<file path="src/design/prl_pkg.sv">
`timescale 1ns / 1ps
package prl_pkg;
    localparam int NumCallersDefault   = 16;
    localparam int MaxPerWindowDefault = 8;
    localparam int TimeBitsDefault     = 48;
    localparam logic [2:0] LevelCap    = 3'd5;
    localparam logic [1:0] CFG_WINDOW   = 2'd0;
    localparam logic [1:0] CFG_MAX_PER  = 2'd1;
    localparam logic [1:0] CFG_BASE     = 2'd2;
    localparam logic [1:0] CFG_MAX_BACK = 2'd3;
endpackage

</file>
<file path="src/design/prl_front.sv">
`timescale 1ns / 1ps
module prl_front #(
    parameter int NUM_CALLERS = prl_pkg::NumCallersDefault,
    parameter int TIME_BITS   = prl_pkg::TimeBitsDefault,
    localparam int CW = (NUM_CALLERS > 1) ? $clog2(NUM_CALLERS) : 1
) (
    input  logic                 clk,
    input  logic                 rst_n,
    input  logic                 in_valid,
    output logic                 in_ready,
    input  logic [3:0]           in_caller,
    input  logic [TIME_BITS-1:0] in_now,
    output logic                 q_valid,
    input  logic                 q_ready,
    output logic [CW-1:0]        q_caller,
    output logic [TIME_BITS-1:0] q_now
);
    import prl_pkg::*;
    // two entry queue between front and back
    logic [1:0]           cnt_reg;
    logic                 wp_reg, rp_reg;
    logic [CW-1:0]        c_reg [2];
    logic [TIME_BITS-1:0] t_reg [2];
    logic [CW-1:0]        cmod;
    logic                 push, pop;

    // caller index reduced by a small constant lookup over the 16 codes
    always_comb
    begin
        cmod = '0;
        for (int k = 0; k < 16; k++)
            if (in_caller == 4'(k))
                cmod = CW'(k % NUM_CALLERS);
    end

    assign in_ready = (cnt_reg != 2'd2);
    assign push     = in_valid && in_ready;
    assign q_valid  = (cnt_reg != 2'd0);
    assign pop      = q_valid && q_ready;
    assign q_caller = c_reg[rp_reg];
    assign q_now    = t_reg[rp_reg];

    always_ff @(posedge clk or negedge rst_n)
    begin
        if (!rst_n)
        begin
            cnt_reg <= 2'd0;
            wp_reg  <= 1'b0;
            rp_reg  <= 1'b0;
        end
        else
        begin
            if (push) wp_reg <= ~wp_reg;
            if (pop)  rp_reg <= ~rp_reg;
            cnt_reg <= cnt_reg + {1'b0, push} - {1'b0, pop};
        end
    end

    always_ff @(posedge clk)
    begin
        if (push)
        begin
            c_reg[wp_reg] <= cmod;
            t_reg[wp_reg] <= in_now;
        end
    end
endmodule

</file>
<file path="config.mk">
export PLATFORM = sky130hd
export DESIGN_NAME = prl_front
export DESIGN_NICKNAME = d
export VERILOG_FILES = /design/src/design/prl_pkg.sv /design/src/design/prl_front.sv
export SDC_FILE = /design/constraint.sdc
export NUM_CORES = 1
export LEC_CHECK = 0
export ABC_AREA = 1
export ABC_CLOCK_PERIOD_IN_PS = 8480
export BUFFER_PORTS_ARGS = -buffer_cell sky130_fd_sc_hd__buf_2
export CAP_MARGIN = 20
export CORE_MARGIN = 2
export CORE_UTILIZATION = 44
export DETAILED_ROUTE_END_ITERATION = 7
export PLACE_DENSITY = 0.75
export SLEW_MARGIN = 10
export SYNTH_ARGS = -nofsm -noshare
export SYNTH_HDL_FRONTEND = slang
export SYNTH_SLANG_ARGS = --single-unit
export TNS_END_PERCENT = 5
</file>
<file path="constraint.sdc">
create_clock -name clk -period 8.48 [get_ports clk]
set_clock_uncertainty 0.1 [all_clocks]
set_input_delay 1.272 -clock clk [delete_from_list [all_inputs] [get_ports clk]]
set_output_delay 1.272 -clock clk [all_outputs]
set_load 0.01 [all_outputs]
</file>
Yosys cells after proc, flatten, opt, wreduce, memory -nomap -nowiden --
Memory sizes are Yosys's and may differ from the RTL's. Index checks and enable logic that the tools add are counted.
Word-level totals: register bits 4, latch bits 0, RAM bits 104, bits in read-only memories 0, output and inout port bits 54, word-level logic and storage cells 45, memories 2
Operators by class: $add $sub $neg 2, multiply operators 0, div/mod/pow operators 0, order comparisons 0, eq/ne operators 16, shift operators 0, muxes and demuxes 17, bitwise gates (word level) 2, reduce and logical (&&, ||, !) cells 3
Memories:
- t_reg | depth 2, width 48, rd ports 1, clocked after Yosys merged registers in 0, wr ports 1, line prl_front.sv:23 | logic [TIME_BITS-1:0] t_reg [2];
- c_reg | depth 2, width 4, rd ports 1, clocked after Yosys merged registers in 0, wr ports 1, line prl_front.sv:22 | logic [CW-1:0] c_reg [2];
Operator list (number):
- $mux 4 | 13
- $eq 4x4->1 const B | 8
- $eq 4x3->1 const B | 4
- $eq 4x2->1 const B | 2
- $eq 4x1->1 const B | 1
- $mux 1 | 3
- $add 2x1->2 | 1
- $logic_and 1x1->1 | 2
- $mux 2 | 1
- $ne 2x2->1 const B | 1
- $not 1->1 | 2
- $reduce_bool 2->1 | 1
- $sub 2x1->2 | 1

Depth between registers and ports, before layout --
Gate-level depths: netlist of the first run.
depth in word-level cells 16, gate-level depth with buffers 10

Least setup slack after synthesis of the first run --
No wires, ideal clock.
path type input to register, from input in_valid, to memory c_reg[1][0] (netlist name) (enable), setup time 462 ps, arrival 3540 ps, required time 7918 ps, setup slack 4378 ps, stages 2, path through nand2_1 -> nor2_1
On the way: word-level cells in the longest chain between the ends 3
Ends and longest elaborated chain:
- from (decl) | line prl_front.sv:9 | input logic in_valid,
- $logic_and 1x1->1 | line prl_front.sv:37 | assign push = in_valid && in_ready;
- $mux 1 | line prl_front.sv:61 | if (push)
- $mux 1 (implied by the code) | line prl_front.sv:63 | c_reg[wp_reg] <= cmod;
- to (decl) | line prl_front.sv:22
Every way passes these cells.

Worst setup path after layout of the first run --
from register rp_reg, to output q_now[42]
On the way: word-level cells in the longest chain between the ends 1
Ends and longest elaborated chain:
- from (decl) | line prl_front.sv:21 | logic wp_reg, rp_reg;
- from (signal assigned) | line prl_front.sv:54 | if (pop) rp_reg <= ~rp_reg;
- $mem_v2 2x48
- to (decl) | line prl_front.sv:16 | output logic [TIME_BITS-1:0] q_now
Every way passes these cells.

==> results of run 1 <==
-- layer usage --
metal  share of wire [%]  global-route usage [%]  routed length, um  up-vias
met2                  51                    26.5               3700       66
met4                 1.5                    5.80                106        0
met3                 4.8                    4.04                350        9
li1                    -                       -                  -     1228
met1                  43                    17.8               3100     1148
met5                   0                       0                  0        -
-- path summary, 6_finish.rpt --
path	start	end	depth (start not counted)
setup / recovery	rp_reg$_DFFE_PN0P_	q_now[42]	4
hold / removal	wp_reg$_DFFE_PN0P_	wp_reg$_DFFE_PN0P_	2
setup reg to reg	rp_reg$_DFFE_PN0P_	rp_reg$_DFFE_PN0P_	3
hold reg to reg	wp_reg$_DFFE_PN0P_	wp_reg$_DFFE_PN0P_	2
max in group asynchronous	rst_n	rp_reg$_DFFE_PN0P_	1
min in group asynchronous	rst_n	wp_reg$_DFFE_PN0P_	1
-- report_power, final --
group	internal [mW]	leakage, nW	switching, mW	total, mW
Combinational	0.177	1.01	0.322	0.500
Sequential	0.727	1.01	0.0675	0.795
Clock	0.108	0.0835	0.164	0.272
-- Yosys cell counts (all sizes together) --
library cell / n / share of area, %
nor2: 1 / 0.092
clkbuf: 4 / 0.37
dfrtp: 4 / 2.5
edfxtp: 104 / 77
nand2: 169 / 16
nand3: 3 / 0.37
buf: 11 / 2.6
ha: 2 / 0.62
inv: 9 / 0.96
-- metrics by stage --
step	hold WS, ns	cell area, um2	setup slack (ns)	utilization (%)
finish	0.388	4830	4.99	53.0
global route	0.403	4830	4.75	53.0
CTS	0.389	4830	4.88	53.0
detailed placement	0.365	4660	5.29	51.2
global placement	0.352	4640	5.32	50.9
floorplan	0.342	4060	4.38	-
-- cells in the final DEF, fill, tap and decap left out, types with 2 or more instances in the layout --
master / n
nand2_1: 169
buf_2: 109
edfxtp_1: 104
clkbuf_8: 9
inv_1: 7
nand3_1: 3
clkinv_4: 3
dfrtp_1: 3
ha_1: 2
clkbuf_1: 2
-- logic make-up after synthesis --
kind of cell / share of synthesized area, %
buffers and inverters: 3.91
DFF: 79.4
and+or+nand+nor: 16.1
adders and majority gates: 0.616
-- layout make-up --
type	count	area, um2
fill	812	4280
sequential	108	3220
multi-input combinational	175	686
timing repair buffer	111	573
tap	111	139
clock buffer	11	131
clock inverter	5	38.8
inverter	9	38.8
-- critical path: stages (launching register included) --
cell and delay [ns]:
dfrtp_2 1.02, inv_6 0.35, nand2_1 0.15, nand2_1 0.09, buf_2 0.15
==> results.json, run 1 <==
{
  "max_cap_viol_count": 0,
  "finalSetupViolCount": 0,
  "worst_ep_required_time_ns": 7.11,
  "synth_warnings": 0,
  "timing.fmax_mhz": 286,
  "critPathMaxFanout": 54,
  "worst_hold_path_type": "flip-flop to flip-flop",
  "route.detailed.wl_per_inst_um": 13.7,
  "critPathLaunchType": "flip-flop",
  "yosys_register_bits": 108,
  "finalWeightedCongestion": 0.712,
  "period_minus_slack_ns": 3.49,
  "timing_max_transition_violations_final": 0,
  "number_of_standard_cell_rows_in_the_floorplan": 35,
  "cellPowerDensity_nw_per_um2": 324,
  "synth_seq_area_share_pct": 79.4,
  "criticalPathCategory": "flip-flop to output pin",
  "design.core.area_um2": 9110,
  "htreeDepth": 3,
  "floorplan.die.height_um": 100,
  "detail_route.iter0.violations": 67,
  "dpl.hpwl_mm": 4.58,
  "grt_setup_unrepaired": "no",
  "drt_first_pass_iters": 4,
  "buffer_ports.inserted": 109,
  "worstSkewPairLatency_ns": 0.35,
  "drive_gt1_share_pct": 30.8,
  "grt_start_max_net_pins": 55,
  "die_area_um2": 10000,
  "power.ir.vdd_worst_mv": 0.160,
  "drt_drc_violations_left": 0,
  "cts_setup_buffers": 0,
  "netlist_instances": 307,
  "post_drt_via_cell_ratio": 4.62,
  "worst_pin_slew_ns": 1.01,
  "vias": 2451,
  "wl_mm": 7.25,
  "final.period_utilization_pct": 41.2,
  "ff2ff_setup_slack_ns": 6.62,
  "largest_register_ffs": 96,
  "diodes_inserted": 0,
  "cts.clk_slew.worst_paths_ns": 0.10,
  "die_width_um": 100,
  "placed_cells": 514,
  "cts-hold-fix-buffers": 0,
  "num_clock_sinks": 108,
  "layout.cells.non_filler": 530,
  "leak_pwr_nw": 2.11,
  "post_synth.cell_area_avg_um2": 13.2,
  "final_nets": 472,
  "cp.arrival_ns": 2.12,
  "relSlewSlack_pct": 32.6,
  "mappedNetlistArea_um2": 4060,
  "synthDistinctLibCells": 11,
  "io_pins": 110,
  "first_global_vias": 2517,
  "antenna_found_initial": 0,
  "hold_viol": 0,
  "track_usage_pct": 15.1,
  "tns_ns": 0,
  "endpoint_kind": "output pin",
  "ctsResizeCount": 0,
  "status": "completed",
  "cts_tree": "yes",
  "drt.antenna.violating_nets": 0,
  "cts-buffers-inserted": 9,
  "clock_tree.buffer_depth": 2,
  "initial_core_util_pct": 44.6,
  "report.power.total_mw": 1.57,
  "area_growth_pct": 19.0,
  "grt_pass1_wl_mm": 11.5,
  "globalRoute.totalOverflow": 0,
  "mappedNetlistNets": 365,
  "clockRootBuffer": "clkbuf_8"
}
Note: power is estimated with default switching activity, not from simulation.
==> run 2, diff against run 1 <==
Settings changed: ABC_AREA 1 to 0, ABC_CLOCK_PERIOD_IN_PS 8480 to 3130, PLACE_DENSITY 0.75 to 0.77.
Clock period 8.48 ns to 3.13 ns, I/O delays scaled along.
==> results.json, run 2 <==
{
  "die_area_um2": 10300,
  "timing_max_transition_violations_final": 0,
  "finalSetupViolCount": 0,
  "synth_seq_area_share_pct": 77.2,
  "wl_mm": 6.49,
  "diodes_inserted": 0,
  "fin_util_pct": 54.7,
  "cts.clk_slew.worst_paths_ns": 0.10,
  "rr_startpoint": "cnt_reg[1]$_DFF_PN0_",
  "grt_pass1_wl_mm": 9.92,
  "drt_drc_violations_left": 0,
  "post_synth.cell_area_avg_um2": 22.8,
  "grt_start_max_net_pins": 54,
  "number_of_standard_cell_rows_in_the_floorplan": 35,
  "relSlewSlack_pct": 35.6,
  "status": "completed",
  "worstRegToRegCells": 3,
  "initial_core_util_pct": 45.2,
  "cts-buffers-inserted": 9,
  "drt_first_pass_iters": 4,
  "critPathLaunchType": "flip-flop",
  "post_drt_via_cell_ratio": 4.59,
  "final_nets": 355,
  "finalWeightedCongestion": 0.669,
  "num_clock_sinks": 108,
  "mostFrequentLayoutCell": "buf_2",
  "worst_pin_slew_ns": 0.966,
  "drive_gt1_share_pct": 60.6,
  "synth_enable_flop_cells": 104,
  "tns_ns": 0,
  "ctsResizeCount": 0,
  "report.power.total_mw": 4.48,
  "area_growth_pct": 21.1,
  "yosys.cell_count.top_type": "edfxtp_1",
  "clockRootBuffer": "clkbuf_8",
  "cellPowerDensity_nw_per_um2": 887,
  "cp.arrival_ns": 2.00,
  "max_cap_viol_count": 0,
  "power.ir.vdd_worst_mv": 0.773,
  "worst_ep_required_time_ns": 2.56,
  "yosys_register_bits": 108,
  "die_width_um": 101,
  "layout.cells.non_filler": 431,
  "first_global_vias": 2001,
  "clock_tree.buffer_depth": 2,
  "preCtsSetupSlack_ns": 0.893,
  "floorplan.die.height_um": 101,
  "fin_worst_hold_slack_ns": 0.189,
  "timing.fmax_mhz": 389,
  "synthDistinctLibCells": 16,
  "buffer_ports.inserted": 109,
  "io_pins": 110,
  "placed_cells": 414,
  "grt_setup_unrepaired": "no",
  "endpoint_kind": "output pin",
  "synth_warnings": 0,
  "final.period_utilization_pct": 82.2,
  "synth_top_cells_by_count": "edfxtp_1 (104), mux2_4 (49), buf_6 (6)",
  "area_share_of_the_largest_cell_type_after_synthesis_pct": 74.8,
  "antenna_found_initial": 0,
  "ff2ff_setup_slack_ns": 1.26,
  "setup_ws_ns": 0.556,
  "critical_path.reg2reg.endpoint": "t_reg[1][3]$_DFFE_PP_",
  "synth_area_leader_cell": "edfxtp_1",
  "worstHoldPathCells": 1,
  "drt.antenna.violating_nets": 0,
  "synth.area.top_cells": "edfxtp_1 (75%), mux2_4 (18%), dfrtp_1 (2.4%)",
  "design.core.area_um2": 9240,
  "synth_top_flop_cell": "edfxtp_1",
  "route.detailed.wl_per_inst_um": 15.1,
  "globalRoute.totalOverflow": 0,
  "worst_hold_path_type": "input pin to flip-flop",
  "vias": 1980,
  "mappedNetlistArea_um2": 4170,
  "htreeDepth": 3,
  "synth_async_sr_flop_share_pct": 3.70,
  "mappedNetlistNets": 241,
  "criticalPathCategory": "flip-flop to output pin",
  "placed_area_um2": 4850,
  "largest_register_ffs": 96,
  "dpl.hpwl_mm": 4.22,
  "mostFrequentLayoutCells": "buf_2 (109), edfxtp_1 (104), mux2_4 (49), clkbuf_8 (9)",
  "period_minus_slack_ns": 2.57,
  "leak_pwr_nw": 2.03,
  "fill_cells": 757,
  "netlist_instances": 183,
  "detail_route.iter0.violations": 69,
  "cts_tree": "yes",
  "min_delay_worst_endpoint": "t_reg[0][26]$_DFFE_PP_",
  "critPathMaxFanout": 53,
  "track_usage_pct": 13.2,
  "hold_viol": 0,
  "layout.cell_area.non_filler_um2": 5050,
  "hold_start": "in_now[26]",
  "worstSkewPairLatency_ns": 0.36
}
[run 2: layer usage]
layer	part of all wire, %	GRT usage [%]	wire length, um	up-vias
li1	-	-	-	931
met1	41	15.1	2680	964
met2	51	22.9	3290	76
met3	6.4	3.93	418	9
met4	1.4	6.24	94	0
met5	0	0	0	-
[run 2: logic make-up after synthesis]
kind of cell	share of synthesized area [%]
adder cells (fa/ha/maj)	0.599
flip-flops	77.2
buffers and inverters	2.07
AND/OR/NAND/NOR	0.839
XOR/XNOR	0.839
multiplexers	18.4
[run 2: how the worst max path moves through the flow]
stage | start | end | slack, ns | depth (start not counted)
after CTS | rp_reg$_DFFE_PN0P_ | q_now[27] | 0.48 | 2
after detailed placement | rp_reg$_DFFE_PN0P_ | q_now[27] | 0.89 | 2
after floorplan | cnt_reg[1]$_DFF_PN0_ | c_reg[0][0]$_DFFE_PP_ | 0.59 | 3
final | rp_reg$_DFFE_PN0P_ | q_now[27] | 0.56 | 2
after global routing | rp_reg$_DFFE_PN0P_ | q_now[28] | 0.42 | 2
after global placement | rp_reg$_DFFE_PN0P_ | q_now[47] | 0.91 | 2
[run 2: timing repair]
item | in CTS | in global routing
endpoints found under the hold margin | 4 | 0
hold buffers | 1 | 0
setup buffers | 0 | 0
[run 2: layout make-up]
| class | count | area, um2 | area share (%) |
|---|---|---|---|
| Multi-Input combinational cell | 64 | 873 | 17.3 |
| Clock buffer | 9 | 124 | 2.45 |
| Tap cell | 129 | 161 | 3.19 |
| Sequential cell | 108 | 3230 | 63.9 |
| Clock inverter | 7 | 73.8 | 1.46 |
| Inverter | 1 | 3.75 | 0.0743 |
| Timing Repair Buffer | 113 | 591 | 11.7 |
[run 2: critical path, cell delays in order (launching register included)]
cell and delay (ns):
dfrtp_4 1.08, mux2_2 0.42, buf_2 0.14
[run 2: power breakdown]
part,total (mW),internal (mW),switching (mW)
sequential,2.25,1.98,0.269
clock,0.832,0.375,0.458
combinational,1.41,0.816,0.589
total,4.48,3.17,1.32
